File: config.mk
export PLATFORM = sky130hd
export DESIGN_NAME = line_rasterizer_flat
export DESIGN_NICKNAME = d
export VERILOG_FILES = /design/src/hw/rtl/lr_pkg.sv /design/src/hw/rtl/lr_in_if.sv /design/src/hw/rtl/lr_pix_if.sv /design/src/hw/rtl/lr_setup.sv /design/src/hw/rtl/line_rasterizer.sv /design/src/flat_wrapper.sv
export VERILOG_INCLUDE_DIRS = /design/src /design/src/hw/rtl
export SDC_FILE = /design/constraint.sdc
export NUM_CORES = 1
export LEC_CHECK = 0
export BUFFER_PORTS_ARGS = -buffer_cell sky130_fd_sc_hd__buf_4
export CAP_MARGIN = 10
export CORE_UTILIZATION = 49
export CTS_CLUSTER_SIZE = 14
export DETAILED_ROUTE_END_ITERATION = 8
export PLACE_DENSITY = 0.77
export SETUP_SLACK_MARGIN = 0.4
export SLEW_MARGIN = 40
export SYNTH_ARGS = -nofsm -noshare
export SYNTH_HDL_FRONTEND = slang
export SYNTH_HIERARCHICAL = 1
export SYNTH_SLANG_ARGS = --single-unit
export TNS_END_PERCENT = 20
File: constraint.sdc
create_clock -name i_clk -period 29 [get_ports i_clk]
set_input_delay 1.45 -clock i_clk [delete_from_list [all_inputs] [get_ports i_clk]]
set_output_delay 1.45 -clock i_clk [all_outputs]
set_load 0.02 [all_outputs]
File: src/hw/rtl/line_rasterizer_defines.svh
// Assertion macros shared by the line rasterizer RTL.
// Expects i_clk and i_rst_n in the scope where a macro is used.
`ifndef LINE_RASTERIZER_DEFINES_SVH
`define LINE_RASTERIZER_DEFINES_SVH

// Same-cycle implication, checked out of reset.
`define LR_ASSERT_IMPL(lbl, ante, cons, msg) \
    lbl: assert property (@(posedge i_clk) disable iff (!i_rst_n) (ante) |-> (cons)) \
        else $error(msg);

// Next-cycle implication, checked out of reset.
`define LR_ASSERT_NEXT(lbl, ante, cons, msg) \
    lbl: assert property (@(posedge i_clk) disable iff (!i_rst_n) (ante) |=> (cons)) \
        else $error(msg);

`endif

File: src/hw/rtl/lr_pkg.sv
// Shared types and constants for the line rasterizer.
// No dependencies; used by the channel interfaces and all modules.
package lr_pkg;

    localparam int LR_COORD_BITS = 12;
    localparam int LR_COLOUR_BITS = 8;

    typedef enum logic {
        OP_LOAD = 1'b0,
        OP_STEP = 1'b1
    } t_op;

    typedef enum logic [1:0] {
        DIR_NONE = 2'd0,
        DIR_INC  = 2'd1,
        DIR_DEC  = 2'd3
    } t_minor_dir;

    typedef struct packed {
        logic       y_major;
        t_minor_dir minor_dir;
    } t_line_ctrl;

endpackage

File: src/hw/rtl/lr_in_if.sv
// Command channel of the line rasterizer: load or step items.
// Depends on lr_pkg.
interface lr_in_if #(
    parameter int COORD_BITS = lr_pkg::LR_COORD_BITS
) ();
    import lr_pkg::*;

    logic                             valid;
    logic                             ready;
    t_op                              op;
    logic signed [COORD_BITS-1:0]     start_x;
    logic signed [COORD_BITS-1:0]     start_y;
    logic signed [COORD_BITS-1:0]     end_x;
    logic signed [COORD_BITS-1:0]     end_y;
    logic        [LR_COLOUR_BITS-1:0] colour;

    modport source (
        output valid, op, start_x, start_y, end_x, end_y, colour,
        input  ready
    );

    modport sink (
        input  valid, op, start_x, start_y, end_x, end_y, colour,
        output ready
    );

endinterface

File: src/hw/rtl/lr_pix_if.sv
// Pixel channel of the line rasterizer: one transfer per emitted pixel.
// Depends on lr_pkg.
interface lr_pix_if #(
    parameter int COORD_BITS = lr_pkg::LR_COORD_BITS
) ();
    import lr_pkg::*;

    logic                             valid;
    logic                             ready;
    logic signed [COORD_BITS-1:0]     pixel_x;
    logic signed [COORD_BITS-1:0]     pixel_y;
    logic        [LR_COLOUR_BITS-1:0] pixel_colour;
    logic                             last_pixel;

    modport source (
        output valid, pixel_x, pixel_y, pixel_colour, last_pixel,
        input  ready
    );

    modport sink (
        input  valid, pixel_x, pixel_y, pixel_colour, last_pixel,
        output ready
    );

endinterface

File: src/hw/rtl/lr_setup.sv
// Line setup: major axis choice, endpoint ordering and error terms.
// Purely combinational; depends on lr_pkg.
module lr_setup #(
    parameter int COORD_BITS = lr_pkg::LR_COORD_BITS
) (
    input  logic signed [COORD_BITS-1:0] i_start_x,
    input  logic signed [COORD_BITS-1:0] i_start_y,
    input  logic signed [COORD_BITS-1:0] i_end_x,
    input  logic signed [COORD_BITS-1:0] i_end_y,
    output lr_pkg::t_line_ctrl           o_ctrl,
    output logic signed [COORD_BITS-1:0] o_cur_major,
    output logic signed [COORD_BITS-1:0] o_cur_minor,
    output logic signed [COORD_BITS-1:0] o_stop_major,
    output logic        [COORD_BITS:0]   o_err_limit,
    output logic        [COORD_BITS:0]   o_err_inc
);
    import lr_pkg::*;

    localparam int ERR_W = COORD_BITS + 1;

    logic [ERR_W-1:0]             diff_x;
    logic [ERR_W-1:0]             diff_y;
    logic [ERR_W-1:0]             abs_x;
    logic [ERR_W-1:0]             abs_y;
    logic [ERR_W-1:0]             d_major;
    logic [ERR_W-1:0]             d_minor;
    logic                         y_major;
    logic                         swap;
    logic signed [COORD_BITS-1:0] ma0;
    logic signed [COORD_BITS-1:0] mi0;
    logic signed [COORD_BITS-1:0] ma1;
    logic signed [COORD_BITS-1:0] mi1;
    logic signed [COORD_BITS-1:0] mi_first;
    logic signed [COORD_BITS-1:0] mi_stop;

    // One extra bit keeps the difference exact.
    assign diff_x = {i_start_x[COORD_BITS-1], i_start_x} - {i_end_x[COORD_BITS-1], i_end_x};
    assign diff_y = {i_start_y[COORD_BITS-1], i_start_y} - {i_end_y[COORD_BITS-1], i_end_y};
    assign abs_x  = diff_x[ERR_W-1] ? (~diff_x + ERR_W'(1)) : diff_x;
    assign abs_y  = diff_y[ERR_W-1] ? (~diff_y + ERR_W'(1)) : diff_y;

    // Ties go to the x axis.
    assign y_major = abs_y > abs_x;

    always_comb begin
        if (y_major) begin
            ma0     = i_start_y;
            mi0     = i_start_x;
            ma1     = i_end_y;
            mi1     = i_end_x;
            d_major = abs_y;
            d_minor = abs_x;
        end else begin
            ma0     = i_start_x;
            mi0     = i_start_y;
            ma1     = i_end_x;
            mi1     = i_end_y;
            d_major = abs_x;
            d_minor = abs_y;
        end
    end

    // Walk the major axis upward.
    assign swap         = ma0 > ma1;
    assign o_cur_major  = swap ? ma1 : ma0;
    assign o_stop_major = swap ? ma0 : ma1;
    assign mi_first     = swap ? mi1 : mi0;
    assign mi_stop      = swap ? mi0 : mi1;
    assign o_cur_minor  = mi_first;

    always_comb begin
        o_ctrl.y_major = y_major;
        if (mi_stop > mi_first) begin
            o_ctrl.minor_dir = DIR_INC;
        end else if (mi_stop < mi_first) begin
            o_ctrl.minor_dir = DIR_DEC;
        end else begin
            o_ctrl.minor_dir = DIR_NONE;
        end
    end

    assign o_err_limit = d_major + ERR_W'(1);
    assign o_err_inc   = d_minor + ERR_W'(1);

endmodule

File: src/hw/rtl/line_rasterizer.sv
// Line rasterizer, top level.
// Takes a command on i_cmd and returns pixels on o_pix, both valid/ready
// channels; a transfer happens on a clock edge with valid and ready high.
// A load command (op = OP_LOAD) latches two endpoints and a colour and
// returns nothing; a load during a line drops that line and starts anew.
// Each step command (op = OP_STEP) during a line returns one pixel, in
// order from the lower major coordinate, last_pixel marking the endpoint.
// A step with no line loaded is taken and returns nothing.
// Latency: the pixel of a step is on o_pix the cycle after its transfer.
// Throughput: one command per cycle; each step is one add, one compare and
// one subtract on the error accumulator, all between two registers.
// The pixel register sits between the channels: i_cmd stays ready while it
// is empty or being drained, so a stalled receiver holds o_pix steady and
// holds off i_cmd only once a pixel waits.
// Reset (i_rst_n low, synchronous) clears the line-active flag and empties
// the pixel register; no clearing pass is needed.
// Depends on lr_pkg, lr_in_if, lr_pix_if, lr_setup and the defines header.
`include "line_rasterizer_defines.svh"

module line_rasterizer #(
    parameter int COORD_BITS = lr_pkg::LR_COORD_BITS
) (
    input  logic      i_clk,
    input  logic      i_rst_n,
    lr_in_if.sink     i_cmd,
    lr_pix_if.source  o_pix
);
    import lr_pkg::*;

    localparam int ERR_W = COORD_BITS + 1;
    localparam int ACC_W = COORD_BITS + 2;

    // Line state
    logic                         r_busy,       n_busy;
    t_line_ctrl                   r_ctrl,       n_ctrl;
    logic signed [COORD_BITS-1:0] r_cur_major,  n_cur_major;
    logic signed [COORD_BITS-1:0] r_cur_minor,  n_cur_minor;
    logic signed [COORD_BITS-1:0] r_stop_major, n_stop_major;
    logic [ACC_W-1:0]             r_err_acc,    n_err_acc;
    logic [ERR_W-1:0]             r_err_limit,  n_err_limit;
    logic [ERR_W-1:0]             r_err_inc,    n_err_inc;
    logic [LR_COLOUR_BITS-1:0]    r_colour,     n_colour;

    // Pixel register
    logic                         r_out_valid,  n_out_valid;
    logic signed [COORD_BITS-1:0] r_px,         n_px;
    logic signed [COORD_BITS-1:0] r_py,         n_py;
    logic [LR_COLOUR_BITS-1:0]    r_pcol,       n_pcol;
    logic                         r_plast,      n_plast;

    logic                         cmd_fire;
    logic                         load_fire;
    logic                         step_fire;
    logic                         is_last;
    logic [ACC_W-1:0]             acc_sum;
    logic                         acc_over;

    t_line_ctrl                   s_ctrl;
    logic signed [COORD_BITS-1:0] s_cur_major;
    logic signed [COORD_BITS-1:0] s_cur_minor;
    logic signed [COORD_BITS-1:0] s_stop_major;
    logic [ERR_W-1:0]             s_err_limit;
    logic [ERR_W-1:0]             s_err_inc;

    lr_setup #(
        .COORD_BITS (COORD_BITS)
    ) u_setup (
        .i_start_x    (i_cmd.start_x),
        .i_start_y    (i_cmd.start_y),
        .i_end_x      (i_cmd.end_x),
        .i_end_y      (i_cmd.end_y),
        .o_ctrl       (s_ctrl),
        .o_cur_major  (s_cur_major),
        .o_cur_minor  (s_cur_minor),
        .o_stop_major (s_stop_major),
        .o_err_limit  (s_err_limit),
        .o_err_inc    (s_err_inc)
    );

    assign i_cmd.ready = !r_out_valid || o_pix.ready;
    assign cmd_fire    = i_cmd.valid && i_cmd.ready;
    assign load_fire   = cmd_fire && (i_cmd.op == OP_LOAD);
    assign step_fire   = cmd_fire && (i_cmd.op == OP_STEP) && r_busy;

    assign is_last  = r_cur_major == r_stop_major;
    assign acc_sum  = r_err_acc + ACC_W'(r_err_inc);
    assign acc_over = acc_sum >= ACC_W'(r_err_limit);

    always_comb begin
        n_busy       = r_busy;
        n_ctrl       = r_ctrl;
        n_cur_major  = r_cur_major;
        n_cur_minor  = r_cur_minor;
        n_stop_major = r_stop_major;
        n_err_acc    = r_err_acc;
        n_err_limit  = r_err_limit;
        n_err_inc    = r_err_inc;
        n_colour     = r_colour;
        n_out_valid  = r_out_valid;
        n_px         = r_px;
        n_py         = r_py;
        n_pcol       = r_pcol;
        n_plast      = r_plast;

        if (o_pix.ready) begin
            n_out_valid = 1'b0;
        end

        if (load_fire) begin
            n_busy       = 1'b1;
            n_ctrl       = s_ctrl;
            n_cur_major  = s_cur_major;
            n_cur_minor  = s_cur_minor;
            n_stop_major = s_stop_major;
            n_err_limit  = s_err_limit;
            n_err_inc    = s_err_inc;
            n_err_acc    = ACC_W'(s_err_inc >> 1);
            n_colour     = i_cmd.colour;
        end else if (step_fire) begin
            n_out_valid = 1'b1;
            n_px        = r_ctrl.y_major ? r_cur_minor : r_cur_major;
            n_py        = r_ctrl.y_major ? r_cur_major : r_cur_minor;
            n_pcol      = r_colour;
            n_plast     = is_last;

            // Advance the error; on overflow step the minor axis.
            n_err_acc = acc_sum;
            if (acc_over) begin
                n_err_acc = acc_sum - ACC_W'(r_err_limit);
                case (r_ctrl.minor_dir)
                    DIR_INC: n_cur_minor = r_cur_minor + COORD_BITS'(1);
                    DIR_DEC: n_cur_minor = r_cur_minor - COORD_BITS'(1);
                    default: n_cur_minor = r_cur_minor;
                endcase
            end
            n_cur_major = r_cur_major + COORD_BITS'(1);
            if (is_last) begin
                n_busy = 1'b0;
            end
        end
    end

    always_ff @(posedge i_clk) begin
        if (!i_rst_n) begin
            r_busy      <= 1'b0;
            r_out_valid <= 1'b0;
        end else begin
            r_busy      <= n_busy;
            r_out_valid <= n_out_valid;
        end
    end

    always_ff @(posedge i_clk) begin
        r_ctrl       <= n_ctrl;
        r_cur_major  <= n_cur_major;
        r_cur_minor  <= n_cur_minor;
        r_stop_major <= n_stop_major;
        r_err_acc    <= n_err_acc;
        r_err_limit  <= n_err_limit;
        r_err_inc    <= n_err_inc;
        r_colour     <= n_colour;
        r_px         <= n_px;
        r_py         <= n_py;
        r_pcol       <= n_pcol;
        r_plast      <= n_plast;
    end

    assign o_pix.valid        = r_out_valid;
    assign o_pix.pixel_x      = r_px;
    assign o_pix.pixel_y      = r_py;
    assign o_pix.pixel_colour = r_pcol;
    assign o_pix.last_pixel   = r_plast;

    `LR_ASSERT_IMPL(a_acc_below_limit, r_busy, r_err_acc < ACC_W'(r_err_limit), "acc at limit")
    `LR_ASSERT_IMPL(a_major_in_range, r_busy, r_cur_major <= r_stop_major, "major past line end")
    `LR_ASSERT_NEXT(a_step_emits, step_fire, r_out_valid, "step gave no pixel")

endmodule
File: src/flat_wrapper.sv
// flat-port wrapper written by rule: the top's interface ports become plain ports
module line_rasterizer_flat import lr_pkg::*;
#(
    parameter int COORD_BITS = lr_pkg::LR_COORD_BITS
)
  (i_clk, i_rst_n, i_cmd_valid, i_cmd_op, i_cmd_start_x, i_cmd_start_y, i_cmd_end_x, i_cmd_end_y, i_cmd_colour, i_cmd_ready, o_pix_valid, o_pix_pixel_x, o_pix_pixel_y, o_pix_pixel_colour, o_pix_last_pixel, o_pix_ready);
  lr_in_if #(.COORD_BITS(COORD_BITS)) i_cmd_i ();
  lr_pix_if #(.COORD_BITS(COORD_BITS)) o_pix_i ();
  input  logic i_clk;
  input  logic i_rst_n;
  input wire logic [$bits(i_cmd_i.valid)-1:0] i_cmd_valid;
  input wire logic [$bits(i_cmd_i.op)-1:0] i_cmd_op;
  input wire logic [$bits(i_cmd_i.start_x)-1:0] i_cmd_start_x;
  input wire logic [$bits(i_cmd_i.start_y)-1:0] i_cmd_start_y;
  input wire logic [$bits(i_cmd_i.end_x)-1:0] i_cmd_end_x;
  input wire logic [$bits(i_cmd_i.end_y)-1:0] i_cmd_end_y;
  input wire logic [$bits(i_cmd_i.colour)-1:0] i_cmd_colour;
  output wire logic [$bits(i_cmd_i.ready)-1:0] i_cmd_ready;
  output wire logic [$bits(o_pix_i.valid)-1:0] o_pix_valid;
  output wire logic [$bits(o_pix_i.pixel_x)-1:0] o_pix_pixel_x;
  output wire logic [$bits(o_pix_i.pixel_y)-1:0] o_pix_pixel_y;
  output wire logic [$bits(o_pix_i.pixel_colour)-1:0] o_pix_pixel_colour;
  output wire logic [$bits(o_pix_i.last_pixel)-1:0] o_pix_last_pixel;
  input wire logic [$bits(o_pix_i.ready)-1:0] o_pix_ready;
  assign i_cmd_i.valid = i_cmd_valid;
  assign i_cmd_i.op = i_cmd_op;
  assign i_cmd_i.start_x = i_cmd_start_x;
  assign i_cmd_i.start_y = i_cmd_start_y;
  assign i_cmd_i.end_x = i_cmd_end_x;
  assign i_cmd_i.end_y = i_cmd_end_y;
  assign i_cmd_i.colour = i_cmd_colour;
  assign i_cmd_ready = i_cmd_i.ready;
  assign o_pix_valid = o_pix_i.valid;
  assign o_pix_pixel_x = o_pix_i.pixel_x;
  assign o_pix_pixel_y = o_pix_i.pixel_y;
  assign o_pix_pixel_colour = o_pix_i.pixel_colour;
  assign o_pix_last_pixel = o_pix_i.last_pixel;
  assign o_pix_i.ready = o_pix_ready;
  line_rasterizer #(.COORD_BITS(COORD_BITS)) u_core (.i_clk(i_clk), .i_rst_n(i_rst_n), .i_cmd(i_cmd_i), .o_pix(o_pix_i));
endmodule
; Yosys cells after proc, flatten, opt, wreduce, memory -nomap -nowiden
; Index checks and enable logic that the tools add are counted.
[op_classes]
addsub = 11
order_cmp = 5
eq_ne = 3
n_mux = 30
bitwise_logic = 4
reduce_logical = 13
[op_table]
columns = cell, n
row1 = 12-bit two-way mux, 17
row2 = 13-bit by 1-bit adder with 13-bit output (second input constant), 4
row3 = 13-bit two-way mux, 4
row4 = 13-bit inverter, 2
row5 = 12-bit by 12-bit subtractor with 13-bit output, 2
row6 = 12-bit by 2-bit adder with 12-bit output (second input constant), 2
row7 = 12-bit > comparator, 2
row8 = 12-bit case mux with 2 select lines, 1
row9 = 14-bit by 13-bit adder with 14-bit output, 1
row10 = 14-bit by 13-bit greater-or-equal comparator with 1-bit output, 1
row11 = 14-bit two-way mux, 1
row12 = 14-bit by 13-bit subtractor with 14-bit output, 1
row13 = 13-bit > comparator, 1
row14 = 12-bit == test, 1
row15 = 12-bit less-than comparator, 1
row16 = 12-bit by 2-bit subtractor with 12-bit output (second input constant), 1
row17 = 1-bit two-way mux, 6
row18 = 2-bit nonzero test, 3
row19 = 1-bit logical AND, 4
row20 = 2-bit AND reduction, 2
row21 = 3-bit AND reduction, 1
row22 = 3-bit nonzero test, 1
row23 = 2-bit by 1-bit == test with 1-bit output (second input constant), 1
row24 = 2-bit == test (second input constant), 1
row25 = other kinds (4), 5
[totals]
register_bits = 122
input_bits = 61
output_inout_bits = 35
elab_cells = 82

; Longest topological paths before layout
; Gate-level depths: netlist of the first run.
[logic_depth]
depth_word = 10
mapped_depth = 45
depth_no_buf = 41

; Modules after synthesis
; Netlist of the first run, hierarchy kept.
[modules_own_cells]
columns = module, n_inst, cells_each, area_per_inst_um2, seq_area_each_um2
row1 = line_rasterizer, 1, 564, 6693.9, 3623.5
row2 = lr_setup, 1, 722, 5376.4, 0.0

; Worst setup path after synthesis of the first run
; No wires, ideal clock.
[synth_path]
path_type = input port to flip-flop
start = input port i_cmd_start_x[0]
end = register u_core/r_ctrl[0] (netlist bit) (data pin)
setup_time_ns = 0.272
arrival_ns = 9.896
t_required_ns = 28.728
slack_ns = 18.832
stages = 44
n_path_buf = 5
path_cell_list = inv_1 > ha_1 > fa_1 > nand2b_1 > a211oi_2 > o21ai_1 > o21ai_2 > clkbuf_1 > a31oi_1 > xnor2_1 > inv_1 > ha_1 > nand4_1 > nor2_1 > a21oi_1 > o211ai_1 > o21ai_0 > clkbuf_1 > (+8 left out) > o21a_1 > o21a_1 > o21a_1 > o21ai_0 > a21oi_1 > nor2_1 > buf_2 > mux2i_1 > mux2_2 > ha_1 > nor2b_1 > o21ai_0 > nand2b_1 > a21oi_1 > nor3_1 > a311oi_1 > o21ai_0 > or4_1
[synth_via]
elab_chain_cells = 10
elab_cells_between_ends = 15
[synth_rtl]
columns = element, line
row1 = start: declaration, flat_wrapper.sv:13  ; input wire logic [$bits(i_cmd_i.start_x)-1:0] i_cmd_start_x;
row2 = 12-bit by 12-bit subtractor with 13-bit output, lr_setup.sv:37  ; assign diff_x = {i_start_x[COORD_BITS-1], i_start_x} - {i_end_x[COORD_BITS-1], i_end_x};
row3 = 13-bit inverter, lr_setup.sv:39  ; assign abs_x = diff_x[ERR_W-1] ? (~diff_x + ERR_W'(1)) : diff_x;
row4 = 13-bit by 1-bit adder with 13-bit output, lr_setup.sv:39
row5 = 13-bit two-way mux, lr_setup.sv:39
row6 = 13-bit > comparator, lr_setup.sv:43  ; assign y_major = abs_y > abs_x;
row7 = 12-bit two-way mux, lr_setup.sv:46  ; if (y_major) begin
row8 = 12-bit > comparator, lr_setup.sv:64  ; assign swap = ma0 > ma1;
row9 = "12-bit two-way mux, on equally long branches", "lr_setup.sv:68, lr_setup.sv:67"
row10 = 12-bit less-than comparator, lr_setup.sv:75  ; end else if (mi_stop < mi_first) begin
row11 = 2-bit two-way mux, lr_setup.sv:75
row12 = end signal: assignment, line_rasterizer.sv:154  ; r_ctrl <= n_ctrl;
row13 = end: declaration, line_rasterizer.sv:35  ; t_line_ctrl r_ctrl, n_ctrl;
; Several ways; a longest one is shown, not always the timed one.
; A chain may end at the register's enable or synchronous reset.

==> metrics.md, run 1 <==
| Metric | Value |
|---|---|
| DRC marker count from the first detailed-route iteration | `858` |
| Vias after detailed routing | `10108` |
| Commonest register cell after synthesis | `sky130_fd_sc_hd__edfxtp_1` |
| Post-Syn Instances | `1286` |
| Final count of pins violating max slew | `0` |
| Setup repair after global routing missed its margin | `no` |
| Req. time, crit path | `29.16 ns` |
| Tcrit/Tclk final | `39.0%` |
| Maximum fanout along the worst path | `48` |
| Number of distinct library cells after synthesis | `90` |
| #FFs+latches synth | `122` |
| Kind of capture point of the worst setup path | `register` |
| Worst Path Class, Setup | `in -> reg` |
| Number of detailed-routing iterations run before antenna repair | `5` |
| Detailed Place HPWL | `23.8 mm` |
| Post-CTS repair timing setup buffer count | `0` |
| Width of the die | `159 um` |
| Count of warnings emitted by yosys | `6` |
| Cell chosen for the clock root | `sky130_fd_sc_hd__clkbuf_16` |
| Antenna violation net count after detailed routing | `0` |
| Worst path slowest cell | `sky130_fd_sc_hd__buf_4` |
| Net count, final | `1526` |
| Mean post-synth cell area | `9.39 um2` |
| Fill cells | `2111` |
| Routed wirelength normalized by instance count | `18.2 um` |
| Initial antenna violation count | `3` |
| Data arrival time at the worst-slack endpoint | `11.47 ns` |
| Wire length of the first global-routing pass | `48.3 mm` |
| Hold/Removal Path Class | `reg -> reg` |
| Total CTS buffers | `17` |
| TritonCTS clock tree | `yes` |
| Internal reg-to-reg setup slack | `24.22 ns` |
| Overflow left after global routing | `0` |
| Achievable clock frequency | `0.0884 GHz` |
| R2R Path End | `u_core/r_err_acc[9]$_DFFE_PP_` |
| Setup crit end | `u_core/r_ctrl[0]$_DFFE_PP_` |
| Max-Slew Margin vs Limit | `41.3%` |
| Count of inserted antenna diode cells | `0` |
| Share of post-route cells with drive strength above 1 | `15.7%` |
| Core region area | `0.0242 mm2` |
| Ports placed on the boundary | `96` |
| Mapped Area | `0.0121 mm2` |
| Status | `completed` |
| Area growth from synthesis to layout | `12.9%` |
| Maximum buffer depth of the clock tree | `2` |
| Global routing usage summed across all routing layers | `23.8%` |
| Weighted congestion reported at the end of routability-driven placement | `0.956` |
| Synthesized netlist net count | `1454` |
| Min Tclk post-route | `11.31 ns` |
| Post-DR vias/cell | `5.96` |
| Via count of the first global-routing pass | `9384` |
| Worst-margin pin slew | `0.878 ns` |
| Area of the die | `0.0253 mm2` |
| Proportion of register bits with asynchronous set or reset after synthesis | `0%` |
| Post-CTS sizing | `0` |
| H-tree Lvls | `4` |
| Footprint of the multi-input gates | `0.00791 mm2` |
| Standard-cell row count | `57` |
| Sequential cell area | `0.00362 mm2` |
| Worst reg2reg path depth | `15` |
| Setup Viol. Count Final | `0` |
| Fin Setup TNS | `0 ns` |
| Worst reg2reg path startpoint | `u_core/r_err_acc[0]$_DFFE_PP_` |
| Seq/Total Area, Yosys | `30.0%` |
| Worst Setup Start Kind | `input port` |
| Worst path max stage delay | `0.75 ns` |
| Detailed-route wire length | `30.9 mm` |
| Number of synthesized flops with an enable pin | `118` |
| Sinks on the clock net | `122` |
| Worst setup startpoint | `i_cmd_start_x[0]` |
| Final hold vios | `0` |
| Number of buffers inserted by port buffering | `95` |
| Most frequent standard cell in the layout excluding fill and tap cells | `sky130_fd_sc_hd__mux2i_1` |
| Number of max-cap violations | `0` |
| Clk_lat worst skew | `0.41 ns` |
| Commonest cells after routing, fill and taps aside | `131 x sky130_fd_sc_hd__mux2i_1, 118 x sky130_fd_sc_hd__edfxtp_1, 102 x sky130_fd_sc_hd__ha_1, 101 x sky130_fd_sc_hd__buf_4, 92 x sky130_fd_sc_hd__a21oi_1` |
| Starting Density | `49.8%` |
| Clock skew | `0.0122 ns` |
| Number of remaining DRC errors | `0` |
| Largest net degree at the start of global routing | `91` |
| Hold-fix buffer count after cts | `0` |
| Clock Pin Slew Worst Setup and Hold Paths | `0.06 ns` |
| Overall die height | `159 um` |
## how the worst min path moves through the flow
stage | to | depth (start not counted) | startpoint | slack (ns)
global placement | u_core/o_pix.pixel_colour[5]$_DFFE_PP_ | 0 | u_core/r_colour[5]$_DFFE_PP_ | 0.40
CTS | u_core/o_pix.pixel_colour[3]$_DFFE_PP_ | 0 | u_core/r_colour[3]$_DFFE_PP_ | 0.42
finish | u_core/o_pix.pixel_colour[7]$_DFFE_PP_ | 0 | u_core/r_colour[7]$_DFFE_PP_ | 0.42
global route | u_core/o_pix.pixel_colour[0]$_DFFE_PP_ | 0 | u_core/r_colour[0]$_DFFE_PP_ | 0.44
floorplan | u_core/o_pix.pixel_colour[0]$_DFFE_PP_ | 0 | u_core/r_colour[0]$_DFFE_PP_ | 0.40
detailed placement | u_core/o_pix.pixel_colour[3]$_DFFE_PP_ | 0 | u_core/r_colour[3]$_DFFE_PP_ | 0.40
## cells by family (layout without fill, tap and decap cells)
logic type,Yosys count,in the layout,synth area share [%]
xor gates and xnor gates,113,113,8.32
DFF,122,122,30.0
and+or+nand+nor,344,344,14.5
muxes,169,169,14.4
buffers and inverters,138,223,4.72
AOI/OAI and AO/OA,293,293,16.6
adders and majority gates,107,107,11.4
## routing by layer
layer	track usage [%]	vias to the layer above	share of wire, %
met1	32.9	4778	46
met2	37.1	368	44
met3	4.82	48	7.1
met5	0	-	0.11
met4	8.22	6	2.2
li1	-	4908	-
## worst max-delay path: cells and delay by family
family | cells | cell delay (ns)
and+or+nand+nor | 6 | 1.64
adders and majority gates | 5 | 1.64
muxes | 3 | 0.79
xor gates and xnor gates | 1 | 0.53
AOI/OAI and AO/OA | 20 | 3.27
buffers and inverters | 6 | 2.09
## area by class of cell
class                      instances  share of cell area [%]
clock buffer                      17                    3.12
clock inverter                    15                    1.15
inverter                          88                    2.43
multi-input combinational       1026                    58.0
sequential                       122                    26.6
tap                              324                    2.97
timing repair buffer             103                    5.73
## state kept, by name, indices dropped and copies added (netlist names), 3 cells and up
name                       flops
u_core/r_err_acc              14
u_core/o_pix.pixel_x          12
u_core/r_cur_minor            12
u_core/o_pix.pixel_colour      8
u_core/r_colour                8
u_core/r_ctrl                  3
u_core/r_stop_major           12
u_core/r_err_limit            13
u_core/r_cur_major            12
u_core/r_err_inc              13
u_core/o_pix.pixel_y          12
## synthesized netlist by cell type, drive strengths merged (6+ instances only)
cell / n / share of area, %
nand4: 23 / 1.2
nand3: 35 / 1.5
xnor2: 73 / 5.3
ha: 102 / 11
or2: 9 / 0.49
a21o: 17 / 1.1
o31ai: 7 / 0.44
nand2: 72 / 2.2
mux2: 37 / 3.5
nor2: 90 / 2.8
nor3: 24 / 1.2
clkbuf: 22 / 0.68
inv: 88 / 2.7
nor2b: 16 / 0.83
xor2: 39 / 2.8
mux2i: 132 / 11
o21a: 24 / 1.5
or3: 10 / 0.52
o211ai: 14 / 0.91
nand2b: 20 / 1.0
and3: 10 / 0.53
edfxtp: 118 / 29
a211oi: 9 / 0.64
nand3b: 6 / 0.37
and2: 9 / 0.49
a21oi: 95 / 4.1
buf: 28 / 1.3
a31oi: 11 / 0.57
o21ai: 55 / 2.3
## metrics by stage
stage | instance area (um2) | hold slack, ns | instances | util [%] | setup slack (ns)
after floorplan | 12100 | 0.400 | 1286 | - | 18.83
after global placement | 13000 | 0.401 | 1662 | 53.7 | 17.61
after detailed placement | 13000 | 0.405 | 1663 | 53.8 | 17.31
after CTS | 13600 | 0.420 | 1695 | 56.2 | 17.77
after global routing | 13600 | 0.439 | 1695 | 56.2 | 16.85
final | 13600 | 0.420 | 1695 | 56.2 | 17.69
Power of run 1 is left out: the tool's default activity adds up to more than one toggle a clock period on the data nets, which glitch-free logic cannot reach.
==> run 2: changes to the inputs <==
--- a/config.mk
+++ b/config.mk
@@ -11,7 +11,7 @@
 export CORE_UTILIZATION = 49
 export CTS_CLUSTER_SIZE = 14
 export DETAILED_ROUTE_END_ITERATION = 8
-export PLACE_DENSITY = 0.77
+export PLACE_DENSITY = 0.8
 export SETUP_SLACK_MARGIN = 0.4
 export SLEW_MARGIN = 40
 export SYNTH_ARGS = -nofsm -noshare
==> constraint.sdc (replaced) <==
create_clock -name i_clk -period 9.9 [get_ports i_clk]
set_input_delay 0.495 -clock i_clk [delete_from_list [all_inputs] [get_ports i_clk]]
set_output_delay 0.495 -clock i_clk [all_outputs]
set_load 0.02 [all_outputs]
==> metrics.md, run 2 (synthesis results as in run 1) <==
| Metric | Value |
|---|---|
| Status | `completed (unchanged)` |
| Width of the die | `159 um (unchanged)` |
| Biggest regs | `u_core/r_err_acc (14), u_core/r_err_inc (13), u_core/r_err_limit (13) (unchanged)` |
| Vias after detailed routing | `10380 (was 10108)` |
| Biggest register | `u_core/r_err_acc (unchanged)` |
| Total CTS buffers | `17 (unchanged)` |
| Post-DR vias/cell | `6.10 (was 5.96)` |
| Worst path max stage delay | `0.48 ns (was 0.75 ns)` |
| Data arrival time at the worst-slack endpoint | `8.98 ns (was 11.47 ns)` |
| Number of buffers inserted by port buffering | `95 (unchanged)` |
| Cell chosen for the clock root | `sky130_fd_sc_hd__clkbuf_16 (unchanged)` |
| Clk_lat worst skew | `0.42 ns (was 0.41 ns)` |
| Worst-margin pin slew | `0.837 ns (was 0.878 ns)` |
| Cell family contributing the most delay on the critical path | `compound AO/OA/AOI/OAI gates (unchanged)` |
| Initial antenna violation count | `0 (was 3)` |
| Final hold vios | `0 (unchanged)` |
| Global routing usage summed across all routing layers | `25.1% (was 23.8%)` |
| Weighted congestion reported at the end of routability-driven placement | `0.954 (was 0.956)` |
| Hold-fix buffer count after cts | `0 (unchanged)` |
| Most frequent standard cell in the layout excluding fill and tap cells | `sky130_fd_sc_hd__mux2i_1 (unchanged)` |
| Number of flip-flops in the largest register | `14 (unchanged)` |
| Starting Density | `49.8% (unchanged)` |
| Number of detailed-routing iterations run before antenna repair | `6 (was 5)` |
| Worst path slowest cell | `sky130_fd_sc_hd__or4_1 (was sky130_fd_sc_hd__buf_4)` |
| Clock skew | `0.00614 ns (was 0.0122 ns)` |
| Standard-cell row count | `57 (unchanged)` |
| Maximum buffer depth of the clock tree | `2 (unchanged)` |
| Largest net degree at the start of global routing | `91 (unchanged)` |
| Overall die height | `159 um (unchanged)` |
| Maximum fanout along the worst path | `28 (was 48)` |
| Fin Setup TNS | `0 ns (unchanged)` |
| Final count of pins violating max slew | `0 (unchanged)` |
| Max-Slew Margin vs Limit | `42.6% (was 41.3%)` |
| Worst Path Class, Setup | `in -> reg (unchanged)` |
| DRC marker count from the first detailed-route iteration | `1050 (was 858)` |
| Overflow left after global routing | `0 (unchanged)` |
| TritonCTS clock tree | `yes (unchanged)` |
| Via count of the first global-routing pass | `9638 (was 9384)` |
| Req. time, crit path | `10.05 ns (was 29.16 ns)` |
| Clock Pin Slew Worst Setup and Hold Paths | `0.06 ns (about the same)` |
| Setup Viol. Count Final | `0 (unchanged)` |
| Tcrit/Tclk final | `89.2%` |
| Count of inserted antenna diode cells | `0 (unchanged)` |
| H-tree Lvls | `4 (unchanged)` |
| Area growth from synthesis to layout | `14.0% (was 12.9%)` |
| Achievable clock frequency | `0.113 GHz` |
| Share of post-route cells with drive strength above 1 | `16.5% (was 15.7%)` |
| Commonest cells after routing, fill and taps aside | `132 x sky130_fd_sc_hd__mux2i_1, 118 x sky130_fd_sc_hd__edfxtp_1, 106 x sky130_fd_sc_hd__buf_4, 102 x sky130_fd_sc_hd__ha_1, 91 x sky130_fd_sc_hd__a21oi_1 (was 131 x sky130_fd_sc_hd__mux2i_1, 118 x sky130_fd_sc_hd__edfxtp_1, 102 x sky130_fd_sc_hd__ha_1, 101 x sky130_fd_sc_hd__buf_4, 92 x sky130_fd_sc_hd__a21oi_1)` |
| Worst Setup Start Kind | `input port (unchanged)` |
| Net count, final | `1534 (was 1526)` |
| Number of max-cap violations | `0 (unchanged)` |
| Buffers & Inverters on Critical Path | `4 (was 6)` |
| Hold/Removal Path Class | `in -> reg (was reg -> reg)` |
| Kind of capture point of the worst setup path | `register (unchanged)` |
| Min Tclk post-route | `8.83 ns` |
| Number of remaining DRC errors | `0 (unchanged)` |
| Routed wirelength normalized by instance count | `18.9 um (was 18.2 um)` |
| Wire length of the first global-routing pass | `50.9 mm (was 48.3 mm)` |
| Detailed Place HPWL | `24.9 mm (was 23.8 mm)` |
| Setup repair after global routing missed its margin | `no (unchanged)` |
| Core region area | `0.0242 mm2 (unchanged)` |
| Sinks on the clock net | `122 (unchanged)` |
| Antenna violation net count after detailed routing | `0 (unchanged)` |
| Detailed-route wire length | `32.3 mm (was 30.9 mm)` |
| Area of the die | `0.0253 mm2 (unchanged)` |
| Ports placed on the boundary | `96 (unchanged)` |
[run 2: cell types whose count changed in the layout (fill, tap and decap cells not counted), moves of 2 or more]
| cell | delta |
|---|---|
| sky130_fd_sc_hd__clkinv_2 | +3 |
| sky130_fd_sc_hd__inv_6 | +2 |
| sky130_fd_sc_hd__xnor2_2 | +3 |
| sky130_fd_sc_hd__inv_8 | -5 |
| sky130_fd_sc_hd__xnor2_1 | -3 |
| sky130_fd_sc_hd__clkinv_8 | -2 |
| sky130_fd_sc_hd__clkinv_4 | +3 |
| sky130_fd_sc_hd__buf_4 | +5 |
| sky130_fd_sc_hd__clkinvlp_4 | -3 |
| sky130_fd_sc_hd__bufinv_16 | +2 |
[run 2: worst paths after layout]
check / from / to / slack, ns / cells past startpoint
worst min register to register: u_core/r_colour[7]$_DFFE_PP_ / u_core/o_pix.pixel_colour[7]$_DFFE_PP_ / 0.42 / 0
worst min-delay path: i_cmd_colour[4] / u_core/r_colour[4]$_DFFE_PP_ / 0.25 / 1
worst max-delay path: i_cmd_start_y[0] / u_core/r_ctrl[0]$_DFFE_PP_ / 1.07 / 40
worst max register to register: u_core/r_err_inc[0]$_DFFE_PP_ / u_core/r_cur_minor[4]$_DFFE_PP_ / 5.07 / 16
[run 2: area by class of cell]
cell class,count,area [um2]
Fill cell,2092,10500
Multi-Input combinational cell,1026,7940
Tap cell,324,405
Inverter,88,332
Sequential cell,122,3620
Timing Repair Buffer,111,875
Clock buffer,17,425
Clock inverter,15,164
[run 2: stage by stage]
stage	hold slack [ns]	area [um2]	instances	worst slack (ns)	util, %
3_3_place_gp	0.403	13100	1669	0.834	54.0
3_5_place_dp	0.412	13100	1669	0.553	54.0
6_report	0.255	13800	1703	1.07	56.8
5_1_grt	0.239	13800	1703	0.400	56.8
2_1_floorplan	0.400	12100	1286	0.687	-
4_1_cts	0.240	13700	1701	0.948	56.4
[run 2: metal layers]
metal | part of all wire (%) | global-route usage (%)
met5 | 0 | 0
met4 | 1.8 | 7.47
met3 | 7.8 | 3.39
met2 | 45 | 40.2
met1 | 45 | 35.3
[run 2: worst reg2reg max path: cells and delay by family (launching register included)]
kind	cells	cell delay [ns]
AND/OR/NAND/NOR	2	0.49
flip-flops	1	0.39
buffers and inverters	2	0.49
adder cells (fa/ha/maj)	3	1.03
XOR/XNOR	1	0.11
AO/OA/AOI/OAI	8	2.02
[run 2: repair_timing]
item / 4_1_cts / 5_1_grt
endpoints found under the setup margin: 0 / 2
setup buffers: 0 / 0
resized for setup: 0 / 8
Power of run 2 is left out for the same reason.
==> run 3: changes to the inputs <==
--- a/config.mk
+++ b/config.mk
@@ -6,6 +6,7 @@
 export SDC_FILE = /design/constraint.sdc
 export NUM_CORES = 1
 export LEC_CHECK = 0
+export ABC_AREA = 1
 export BUFFER_PORTS_ARGS = -buffer_cell sky130_fd_sc_hd__buf_4
 export CAP_MARGIN = 10
 export CORE_UTILIZATION = 49
==> metrics.md, run 3 <==
| Metric | Value |
|---|---|
| Status | `completed (unchanged)` |
| Seq/Total Area, Yosys | `29.3% (was 30.0%)` |
| Req. time, crit path | `10.17 ns (was 10.05 ns)` |
| Biggest register | `u_core/r_err_acc (unchanged)` |
| Final count of pins violating max slew | `0 (unchanged)` |
| Kind of capture point of the worst setup path | `register (unchanged)` |
| Number of buffers inserted by port buffering | `95 (unchanged)` |
| Maximum buffer depth of the clock tree | `2 (unchanged)` |
| Final Cell Area | `0.0139 mm2 (was 0.0138 mm2)` |
| Commonest cells after routing, fill and taps aside | `574 x sky130_fd_sc_hd__nand2_1, 263 x sky130_fd_sc_hd__inv_1, 135 x sky130_fd_sc_hd__nand3_1, 135 x sky130_fd_sc_hd__o21ai_0, 118 x sky130_fd_sc_hd__edfxtp_1 (was 132 x sky130_fd_sc_hd__mux2i_1, 118 x sky130_fd_sc_hd__edfxtp_1, 106 x sky130_fd_sc_hd__buf_4, 102 x sky130_fd_sc_hd__ha_1, 91 x sky130_fd_sc_hd__a21oi_1)` |
| Setup repair after global routing missed its margin | `no (unchanged)` |
| Worst Setup Start Kind | `input port (unchanged)` |
| Commonest register cell after synthesis | `sky130_fd_sc_hd__edfxtp_1 (unchanged)` |
| Most frequent standard cell in the layout excluding fill and tap cells | `sky130_fd_sc_hd__nand2_1 (was sky130_fd_sc_hd__mux2i_1)` |
| Sinks on the clock net | `122 (unchanged)` |
| Most numerous cell in the Yosys netlist | `sky130_fd_sc_hd__nand2_1 (was sky130_fd_sc_hd__mux2i_1)` |
| Clock Pin Slew Worst Setup and Hold Paths | `0.05 ns (was 0.06 ns)` |
| Share of post-route cells with drive strength above 1 | `12.5% (was 16.5%)` |
| Count of inserted antenna diode cells | `0 (unchanged)` |
| Mean post-synth cell area | `6.89 um2 (was 9.39 um2)` |
| Worst hold slack | `0.265 ns (was 0.255 ns)` |
| Number of max-cap violations | `0 (unchanged)` |
| Tcrit/Tclk final | `81.7% (was 89.2%)` |
| Standard-cell row count | `57 (unchanged)` |
| Core region area | `0.0245 mm2 (was 0.0242 mm2)` |
| Vias after detailed routing | `11949 (was 10380)` |
| Worst-margin pin slew | `0.756 ns (was 0.837 ns)` |
| Maximum fanout along the worst path | `94 (was 28)` |
| Clk_lat worst skew | `0.41 ns (was 0.42 ns)` |
| Biggest regs | `u_core/r_err_acc (14), u_core/r_err_inc (13), u_core/r_err_limit (13) (unchanged)` |
| Net count, final | `2038 (was 1534)` |
| Cell total after placement | `2175 (was 1669)` |
| Overflow left after global routing | `0 (unchanged)` |
| Mapped Area | `0.0124 mm2 (was 0.0121 mm2)` |
| Number of standard cells in the final layout excluding fillers | `2205 (was 1703)` |
| Achievable clock frequency | `0.124 GHz (was 0.113 GHz)` |
| Setup Viol. Count Final | `0 (unchanged)` |
| Final hold vios | `0 (unchanged)` |
| Fin util | `56.5% (was 56.8%)` |
| Proportion of register bits with asynchronous set or reset after synthesis | `0% (unchanged)` |
| Worst path slowest cell | `sky130_fd_sc_hd__fa_1 (was sky130_fd_sc_hd__or4_1)` |
| Detailed-route wire length | `32.7 mm (was 32.3 mm)` |
| Sequential cell area | `0.00362 mm2 (unchanged)` |
| Data arrival time at the worst-slack endpoint | `8.36 ns (was 8.98 ns)` |
| Ranking of synthesized cells by area | `sky130_fd_sc_hd__edfxtp_1 29%, sky130_fd_sc_hd__nand2_1 17%, sky130_fd_sc_hd__ha_1 10% (was sky130_fd_sc_hd__edfxtp_1 29%, sky130_fd_sc_hd__mux2i_1 11%, sky130_fd_sc_hd__ha_1 11%)` |
| Largest net degree at the start of global routing | `99 (was 91)` |
| Hold/Removal Path Class | `in -> reg (unchanged)` |
| Highest ir drop seen on vdd | `0.000260 V` |
| Initial antenna violation count | `0 (unchanged)` |
| Number of flip-flops in the largest register | `14 (unchanged)` |
| Post-Syn Instances | `1794 (was 1286)` |
| Footprint of the multi-input gates | `0.00742 mm2 (was 0.00794 mm2)` |
| Via count of the first global-routing pass | `10789 (was 9638)` |
| Antenna violation net count after detailed routing | `0 (unchanged)` |
| Post-DR vias/cell | `5.42 (was 6.10)` |
| Fin Setup TNS | `0 ns (unchanged)` |
| Most area-hungry cell type in the Yosys netlist | `sky130_fd_sc_hd__edfxtp_1 (unchanged)` |
| Number of remaining DRC errors | `0 (unchanged)` |
| Number of detailed-routing iterations run before antenna repair | `6 (unchanged)` |
| Worst path max stage delay | `0.57 ns (was 0.48 ns)` |
| Clock skew | `0.0129 ns (was 0.00614 ns)` |
| Min Tclk post-route | `8.08 ns (was 8.83 ns)` |
| Worst path setup slack after routing | `1.82 ns (was 1.07 ns)` |
| HP Start | `i_cmd_colour[3] (was i_cmd_colour[4])` |
| Weighted congestion reported at the end of routability-driven placement | `0.967 (was 0.954)` |
| Worst reg2reg path startpoint | `u_core/r_err_acc[0]$_DFFE_PP_ (was u_core/r_err_inc[0]$_DFFE_PP_)` |
| Detailed Place HPWL | `26.0 mm (was 24.9 mm)` |
| Global routing usage summed across all routing layers | `25.4% (was 25.1%)` |
| Fill cells | `2267 (was 2092)` |
| Cell chosen for the clock root | `sky130_fd_sc_hd__clkbuf_16 (unchanged)` |
| Ports placed on the boundary | `96 (unchanged)` |
| Routed wirelength normalized by instance count | `14.8 um (was 18.9 um)` |
| Overall die height | `161 um (was 159 um)` |
| Top cell type's share of synthesized area | `28.7% (was 29.4%)` |
| Pwr/cell area | `387 mW/mm2` |
| Wire length of the first global-routing pass | `52.4 mm (was 50.9 mm)` |
| Starting Density | `50.4% (was 49.8%)` |
| Area of the die | `0.0259 mm2 (was 0.0253 mm2)` |
| Max-Slew Margin vs Limit | `49.6% (was 42.6%)` |
| Post-Place Cell Area | `0.0133 mm2 (was 0.0131 mm2)` |
| Count of warnings emitted by yosys | `6 (unchanged)` |
| Worst Path Class, Setup | `in -> reg (unchanged)` |
| Number of synthesized flops with an enable pin | `118 (unchanged)` |
| Worst Setup Slack post-DPL | `1.53 ns (was 0.553 ns)` |
| Leading cell types by count after synthesis | `574 x sky130_fd_sc_hd__nand2_1, 265 x sky130_fd_sc_hd__inv_1, 135 x sky130_fd_sc_hd__nand3_1, 135 x sky130_fd_sc_hd__o21ai_0, 118 x sky130_fd_sc_hd__edfxtp_1 (was 132 x sky130_fd_sc_hd__mux2i_1, 118 x sky130_fd_sc_hd__edfxtp_1, 102 x sky130_fd_sc_hd__ha_1, 92 x sky130_fd_sc_hd__a21oi_1, 90 x sky130_fd_sc_hd__nor2_1)` |
| Leakage power | `6.94 nW` |
| Post-CTS sizing | `0 (unchanged)` |
| Cell mode on critical path | `sky130_fd_sc_hd__nand2_1` |
| #FFs+latches synth | `122 (unchanged)` |
| Synthesized netlist net count | `1962 (was 1454)` |
| DRC marker count from the first detailed-route iteration | `1207 (was 1050)` |
| Total CTS buffers | `17 (unchanged)` |
| Hold-fix buffer count after cts | `0 (unchanged)` |
| Area growth from synthesis to layout | `12.2% (was 14.0%)` |
| H-tree Lvls | `4 (unchanged)` |
| Post-CTS repair timing setup buffer count | `0 (unchanged)` |
| Width of the die | `161 um (was 159 um)` |
| TritonCTS clock tree | `yes (unchanged)` |
| Number of distinct library cells after synthesis | `56 (was 90)` |
| Design Power | `5.37 mW` |
| Worst setup startpoint | `i_cmd_start_y[0] (unchanged)` |
## run 3: changes by cell type in the layout (fill, tap and decap cells not counted), moves of 15 or more
cell                       before  now
sky130_fd_sc_hd__nand2b_1      20    0
sky130_fd_sc_hd__o21a_1        24    2
sky130_fd_sc_hd__inv_1         84  263
sky130_fd_sc_hd__nand3_1       35  135
sky130_fd_sc_hd__xnor2_1       70   22
sky130_fd_sc_hd__mux2_2        37    0
sky130_fd_sc_hd__nor2_2         1   16
sky130_fd_sc_hd__mux2i_1      132    1
sky130_fd_sc_hd__a21oi_1       91   64
sky130_fd_sc_hd__nand2_2        0   43
sky130_fd_sc_hd__nand2_1       72  574
sky130_fd_sc_hd__nor2b_1       16    0
sky130_fd_sc_hd__o21ai_0       43  135
## run 3: path summary, 6_finish.rpt
path | to | slack, ns | cells after the start
hold / removal | u_core/r_colour[3]$_DFFE_PP_ | 0.26 | 1
setup / recovery | u_core/r_ctrl[0]$_DFFE_PP_ | 1.82 | 44
hold reg to reg | u_core/o_pix.pixel_colour[4]$_DFFE_PP_ | 0.42 | 0
setup reg to reg | u_core/r_cur_minor[4]$_DFFE_PP_ | 5.83 | 19
## run 3: cell type report
| type | instances | area share (%) |
|---|---|---|
| tap | 324 | 2.92 |
| inverter | 276 | 7.47 |
| multi-input combinational | 1352 | 53.5 |
| clock buffer | 17 | 3.07 |
| sequential | 122 | 26.1 |
| timing repair buffer | 101 | 5.50 |
| clock inverter | 13 | 1.37 |
## run 3: kinds of logic after synthesis
| logic type | after synthesis | share of synthesized area [%] |
|---|---|---|
| AND/OR/NAND/NOR | 937 | 33.6 |
| buffers and inverters | 320 | 10.7 |
| AO/OA/AOI/OAI | 248 | 10.9 |
| flip-flops | 122 | 29.3 |
| adder cells (fa/ha/maj) | 107 | 11.1 |
| XOR/XNOR | 59 | 4.24 |
| multiplexers | 1 | 0.0810 |
## run 3: metal layers
layer	global-route usage [%]	routed length (um)
met1	35.5	15000
met2	40.6	14500
met5	0	0
met4	8.88	897
met3	2.82	2280
## run 3: critical path, delay by kind of cell
family | cells | cell delay (ns)
compound gates | 8 | 1.41
fa+ha+maj | 6 | 2.04
buf+inv | 10 | 1.66
mux | 1 | 0.27
simple gates | 19 | 2.41
## run 3: power breakdown
group          switching [mW]  total (mW)  internal [mW]
Clock                   0.223       0.644          0.421
Combinational            2.57        3.85           1.28
Sequential             0.0594       0.873          0.813
(Power assumes the default switching activity.)
